--- config.mk ---
export PLATFORM = sky130hd
export DESIGN_NAME = rbr_divq
export DESIGN_NICKNAME = d
export VERILOG_FILES = /design/src/design/rbr_pkg.sv /design/src/design/rbr_divq.sv
export SDC_FILE = /design/constraint.sdc
export NUM_CORES = 2
export LEC_CHECK = 0
export BUFFER_PORTS_ARGS = -buffer_cell sky130_fd_sc_hd__buf_2
export CAP_MARGIN = 0
export CORE_MARGIN = 3
export CORE_UTILIZATION = 35
export DETAILED_ROUTE_END_ITERATION = 10
export SYNTH_ARGS = -nofsm -noshare
export SYNTH_HDL_FRONTEND = slang
export SYNTH_SLANG_ARGS = --single-unit
--- constraint.sdc ---
create_clock -name clk -period 4.15 [get_ports clk]
set_input_delay 0.415 -clock clk [delete_from_list [all_inputs] [get_ports clk]]
set_output_delay 0.415 -clock clk [all_outputs]
set_load 0.02 [all_outputs]
--- src/design/rbr_pkg.sv ---
// ----------------------------------------------------------------------------
// rbr_pkg
// Shared constants and types for the radiative boundary right-hand side.
// ----------------------------------------------------------------------------
package rbr_pkg;

    localparam int PAD_WIDTH = 3;
    localparam int MAX_EDGE  = 64;

    localparam int IDX_W  = 6;
    localparam int SIZE_W = 7;
    localparam int MASK_W = 6;
    localparam int Q_W    = 32;
    localparam int SP_W   = 31;
    localparam int CFG_W  = 3;

    // |sum of five Q32.32 products| < 2^65, floored by 2^16
    localparam int SUM_W  = 67;
    localparam int NUM_W  = SUM_W - 16;
    localparam int RAD_W  = 64;
    localparam int ROOT_W = RAD_W / 2;

    localparam logic signed [Q_W-1:0] Q_MAX = {1'b0, {(Q_W-1){1'b1}}};
    localparam logic signed [Q_W-1:0] Q_MIN = {1'b1, {(Q_W-1){1'b0}}};

    typedef enum logic [CFG_W-1:0] {
        CFG_ORIGIN_X   = 3'd0,
        CFG_ORIGIN_Y   = 3'd1,
        CFG_ORIGIN_Z   = 3'd2,
        CFG_SPACING_X  = 3'd3,
        CFG_SPACING_Y  = 3'd4,
        CFG_SPACING_Z  = 3'd5,
        CFG_FALLOFF    = 3'd6,
        CFG_ASYMPTOTIC = 3'd7
    } cfg_index_t;

    typedef struct packed {
        logic                  ov;
        logic signed [Q_W-1:0] val;
    } coord_t;

    // sideband that rides alongside the square root
    typedef struct packed {
        logic             valid;
        logic             hit;
        logic             ov;
        logic             num_pos;
        logic             num_zero;
        logic [NUM_W-1:0] mag;
    } sq_side_t;

    // sideband that rides alongside the divider
    typedef struct packed {
        logic valid;
        logic hit;
        logic ov;
        logic num_pos;
        logic num_zero;
        logic r_zero;
        logic big;
    } dv_side_t;

endpackage

--- src/design/rbr_divq.sv ---
// ----------------------------------------------------------------------------
// rbr_divq
// Pipelined restoring divider, one quotient bit per stage. The initial
// remainder must be below the divisor.
// ----------------------------------------------------------------------------
module rbr_divq (
    input  logic                        clk,
    input  logic                        en,
    input  logic [rbr_pkg::ROOT_W-1:0]  rem0,
    input  logic [rbr_pkg::ROOT_W-1:0]  low,
    input  logic [rbr_pkg::ROOT_W-1:0]  divisor,
    output logic [rbr_pkg::ROOT_W-1:0]  quot
);
    import rbr_pkg::*;

    localparam int NS = ROOT_W;

    logic [ROOT_W-1:0] rem_reg  [NS];
    logic [ROOT_W-1:0] rem_next [NS];
    logic [ROOT_W-1:0] low_reg  [NS];
    logic [ROOT_W-1:0] low_next [NS];
    logic [ROOT_W-1:0] quo_reg  [NS];
    logic [ROOT_W-1:0] quo_next [NS];
    logic [ROOT_W-1:0] dvs_reg  [NS];

    logic [ROOT_W-1:0] rem_src  [NS];
    logic [ROOT_W-1:0] low_src  [NS];
    logic [ROOT_W-1:0] quo_src  [NS];
    logic [ROOT_W-1:0] dvs_src  [NS];

    always_comb
    begin
        rem_src[0] = rem0;
        low_src[0] = low;
        quo_src[0] = '0;
        dvs_src[0] = divisor;
        for (int s = 1; s < NS; s++)
        begin
            rem_src[s] = rem_reg[s-1];
            low_src[s] = low_reg[s-1];
            quo_src[s] = quo_reg[s-1];
            dvs_src[s] = dvs_reg[s-1];
        end
    end

    always_comb
    begin
        logic [ROOT_W:0] t;
        logic            ge;
        for (int s = 0; s < NS; s++)
        begin
            t  = {rem_src[s], low_src[s][ROOT_W-1]};
            ge = (t >= {1'b0, dvs_src[s]});
            if (ge)
                rem_next[s] = ROOT_W'(t - {1'b0, dvs_src[s]});
            else
                rem_next[s] = t[ROOT_W-1:0];
            low_next[s] = {low_src[s][ROOT_W-2:0], 1'b0};
            quo_next[s] = {quo_src[s][ROOT_W-2:0], ge};
        end
    end

    always_ff @(posedge clk)
    begin
        if (en)
        begin
            for (int s = 0; s < NS; s++)
            begin
                rem_reg[s] <= rem_next[s];
                low_reg[s] <= low_next[s];
                quo_reg[s] <= quo_next[s];
                dvs_reg[s] <= dvs_src[s];
            end
        end
    end

    assign quot = quo_reg[NS-1];

endmodule

* Yosys cells after proc, flatten, opt, wreduce, memory -nomap -nowiden
Memory sizes are Yosys's and may differ from the RTL's.
Cells that the tools add are included.
** Operators by class
- Magnitude comparators :: 32
- $add $sub $neg :: 32
- Mux-type cells :: 34
** Operator list (number)
- 33-bit by 32-bit greater-or-equal comparator with 1-bit output :: 32
- 32-bit 2-to-1 mux :: 32
- 32-bit subtractor :: 32
- 1-bit 2-to-1 mux :: 2
** Storage, ports and cells
- RAM bits :: 4064
- Input port bits :: 98
- Word-level logic and storage cells :: 102
- Flip-flop bits (word level) :: 0
- Memories :: 4
** Memory list
- dvs_reg :: words 32, bits a word 32, rd ports 31, clocked after Yosys merged registers in 0, write ports 32, RTL line rbr_divq.sv:24 : logic [ROOT_W-1:0] dvs_reg [NS];
- quo_reg :: words 32, bits a word 32, rd ports 32, clocked after Yosys merged registers in 0, write ports 32, RTL line rbr_divq.sv:22 : logic [ROOT_W-1:0] quo_reg [NS];
- rem_reg :: words 32, bits a word 32, rd ports 31, clocked after Yosys merged registers in 0, write ports 32, RTL line rbr_divq.sv:18 : logic [ROOT_W-1:0] rem_reg [NS];
- low_reg :: words 32, bits a word 31, rd ports 31, clocked after Yosys merged registers in 0, write ports 32, RTL line rbr_divq.sv:20 : logic [ROOT_W-1:0] low_reg [NS];

* Depth between registers and ports, before layout
An unclocked memory read counts as a cell.
- Word-level depth :: 3
- Depth in mapped cells :: 16

* Least setup slack after synthesis
Ideal clock, no wire load.
- Path kind :: register -> register
- Start point :: memory dvs_reg[1][33] (netlist bit)
- End point :: memory rem_reg[1][69] (netlist bit), data pin
- Data required time :: 3.890 ns
- Cell stages (with the launch flop) :: 13
- Period minus slack after synthesis :: 3.498 ns
- Buffers on the path :: 1
- Arrival :: 3.238 ns
- Path slack :: 0.652 ns
- Cell sequence :: edfxtp_1 > inv_1 > ha_1 > nor2b_1 > o31a_1 > o311ai_2 > a21oi_2 > a2111o_1 > a21oi_4 > o31ai_1 > a2111oi_4 > buf_6 > mux2_2
** RTL lines (RTL line)
- start: declaration :: rbr_divq.sv:24
- end: declaration :: rbr_divq.sv:18

==> impl_metrics.json <==
{
  "min_period_ns": 4.00,
  "place.detailed.instances": 18800,
  "gr-usage-all-layers": 0.156,
  "grt_use_met1": 0.207,
  "vias_per_cell": 5.06,
  "place_hpwl_um": 272000,
  "setup_viol": 0,
  "ys_warn_count": 0,
  "worst-endpoint-required_ns": 4.80,
  "seq_area_frac_synth": 0.577,
  "avgSynthCellArea_um2": 12.1,
  "critPathMaxStageDelay_ns": 0.58,
  "p_leak_nw": 70.7,
  "ys_seq_elements": 3008,
  "crit_slowest_cell": "o311ai_0",
  "fp.dieW_um": 675,
  "synthArstFlopShare": 0,
  "antenna_found_initial": 12,
  "synth_area_um2": 157000,
  "synth_top_area_frac": 0.577,
  "num_vias": 98900,
  "grt_max_degree": 168,
  "min_path_type": "input port to flip-flop",
  "grt-ovfl-total": 0,
  "status": "completed",
  "synth_nets": 14000,
  "netlist_top_cells_area": "edfxtp_1 58%, ha_1 8.2%, mux2_2 3.9%",
  "cp_top_family": "compound AO/OA/AOI/OAI gates",
  "cp_num_buf_inv": 0,
  "cp_cell_sequence": "ha_1 -> fa_1 -> nor2b_1 -> o31a_1 -> o22ai_1 -> o311ai_0 -> a31oi_1 -> o21ai_0 -> nand2b_1 -> a311oi_1 -> xor2_1 -> mux2_2",
  "numCtsBuffers": 339,
  "drv_cap": 0,
  "finClkSkew_ns": 0.0451,
  "synth_cell_types": 100,
  "drtPass1Iterations": 6,
  "die_area_um2": 455000,
  "clock_sinks": 3008,
  "area_growth_syn_to_layout_pct": 13.5,
  "final_nets": 14500,
  "hold_violations": 0,
  "route.detailed.drc": 0,
  "clk_pin_slew_ns": 0.06,
  "cts_max_level": 5,
  "clk_path_buf_depth": 4,
  "cts-root-buf": "clkbuf_16",
  "vdd_drop_max_mv": 0.384,
  "slew_headroom": 0.0757,
  "fin_crit_sh": 0.963,
  "port_buffers": 129,
  "wire_per_inst_um": 18.8,
  "routabilityCongestion": 0.899,
  "cts_tree": "yes",
  "initial_utilization": 0.353,
  "synth_flop_cell": "edfxtp_1",
  "synth-edff-count": 3008,
  "syn_inst": 12900,
  "grt_pass1_vias": 95600,
  "setup_tns_ns": 0,
  "worstSetupPathType": "flip-flop to flip-flop",
  "insertion_delay_ns": 0.93,
  "std_cell_rows": 244,
  "fillers": 42000,
  "core-area_um2": 444000,
  "path_max_fanout": 3,
  "drive_above_1_share": 0.108,
  "drt.antenna.violating_nets": 0,
  "grt_first_pass_wirelength_um": 558000,
  "worstMarginPinSlew_ns": 1.37,
  "start_kind": "flip-flop",
  "crit_path_end_kind": "flip-flop",
  "dr.first_iter.drc_count": 7718,
  "arrival_ns": 4.65,
  "die_h_um": 675,
  "synth_area_leader_cell": "edfxtp_1",
  "rsz0062_at_grt": "false",
  "wirelength_um": 366000,
  "maxClockFrequency_ghz": 0.250,
  "final_cells": 19500,
  "synth_common_cells": "3008 x edfxtp_1, 1269 x inv_1, 1041 x a21oi_1",
  "io_pins": 130,
  "yosysMostFrequentCell": "edfxtp_1",
  "met3_usage": 0.0222,
  "grt_busiest_layer": "met2",
  "slew_violations": 0,
  "grt_use_met2": 0.260,
  "power_density_nw_per_um2": 786
}
## routing by layer
metal | wire length, um | share of wire
met1 | 162000 | 0.44
met2 | 172000 | 0.47
met3 | 18200 | 0.050
met4 | 13400 | 0.037
met5 | 0 | 0
## kinds of logic (layout without fill, tap and decap cells)
group | count (synthesis) | count (layout) | synth area share
muxes | 601 | 601 | 0.0428
DFF | 3008 | 3008 | 0.577
buffers and inverters | 1570 | 2307 | 0.0384
and+or+nand+nor | 2591 | 2591 | 0.0788
AOI/OAI and AO/OA | 3246 | 3247 | 0.131
adders and majority gates | 1055 | 1055 | 0.0858
other | 0 | 1 | 0
xor gates and xnor gates | 820 | 820 | 0.0459
## report_power, final
part | switching, W | total (W) | internal [W]
registers | 0.00497 | 0.0489 | 0.0439
logic | 0.0333 | 0.0609 | 0.0276
clock network | 0.0123 | 0.0298 | 0.0174
## cells in the final DEF, fill, tap and decap left out, drive strengths merged, types with 31 or more instances in the layout
cell type / count
nand3: 180
o21bai: 142
or3: 37
o21a: 150
a31oi: 105
edfxtp: 3008
dlygate4sd3: 96
mux2i: 60
nor4: 51
o21ai: 694
a21boi: 32
or2: 33
inv: 1292
bufinv: 34
nor3: 127
nand2: 752
nor2b: 153
xor2: 311
fa: 31
o31ai: 57
clkinv: 129
and2: 35
o31a: 41
a21o: 568
nor2: 726
buf: 337
o211ai: 40
a211oi: 72
xnor2: 509
ha: 1024
and3: 97
a21oi: 1044
nand4: 182
nand2b: 130
clkbuf: 403
mux2: 541
## stage by stage
stage	hold WS, ns	utilization	power [W]	setup slack (ns)	area (um^2)
after floorplan	0.400	-	0.0924	0.652	157000
after global placement	0.400	0.373	0.109	0.0419	166000
after detailed placement	0.405	0.373	0.110	0.0710	166000
after CTS	0.100	0.400	0.140	0.0200	177000
after global routing	0.151	0.400	0.149	0.0148	178000
final	0.200	0.400	0.140	0.152	178000
## final timing paths
kind                                      start              end  slack (ns)  depth (start not counted)
worst max-delay path            dvs_reg[0][128]  rem_reg[0][190]        0.15                         12
worst max register to register  dvs_reg[0][128]  rem_reg[0][190]        0.15                         12
worst min-delay path                    low[22]   low_reg[0][22]        0.20                          2
worst min register to register  low_reg[0][226]  low_reg[0][258]        0.40                          0
## repair_timing
item | CTS | global route
hold buffers | 96 | 0
hold endpoints to repair | 100 | 0
endpoints found under the setup margin | 0 | 33
buffers inserted | 0 | 9
resized for setup | 0 | 4
## worst register-to-register path: stages, from the launching register on
cell and delay [ns]:
edfxtp_1 0.41, ha_1 0.31, fa_1 0.44, nor2b_1 0.17
o31a_1 0.21, o22ai_1 0.17, o311ai_0 0.58, a31oi_1 0.26
o21ai_0 0.39, nand2b_1 0.15, a311oi_1 0.29, xor2_1 0.11
mux2_2 0.27
## layout make-up
| cell class | count | area [um^2] | area share |
|---|---|---|---|
| Inverter | 1272 | 4770 | 0.0269 |
| Clock inverter | 199 | 2050 | 0.0116 |
| Clock buffer | 403 | 8870 | 0.0500 |
| Sequential cell | 3008 | 90300 | 0.509 |
| Tap cell | 5904 | 7390 | 0.0416 |
| Timing Repair Buffer | 433 | 3770 | 0.0212 |
| Antenna cell | 1 | 2.50 | 0.0000141 |
| Multi-Input combinational cell | 8314 | 60400 | 0.340 |
No activity file was read; power rests on OpenSTA's default activity.
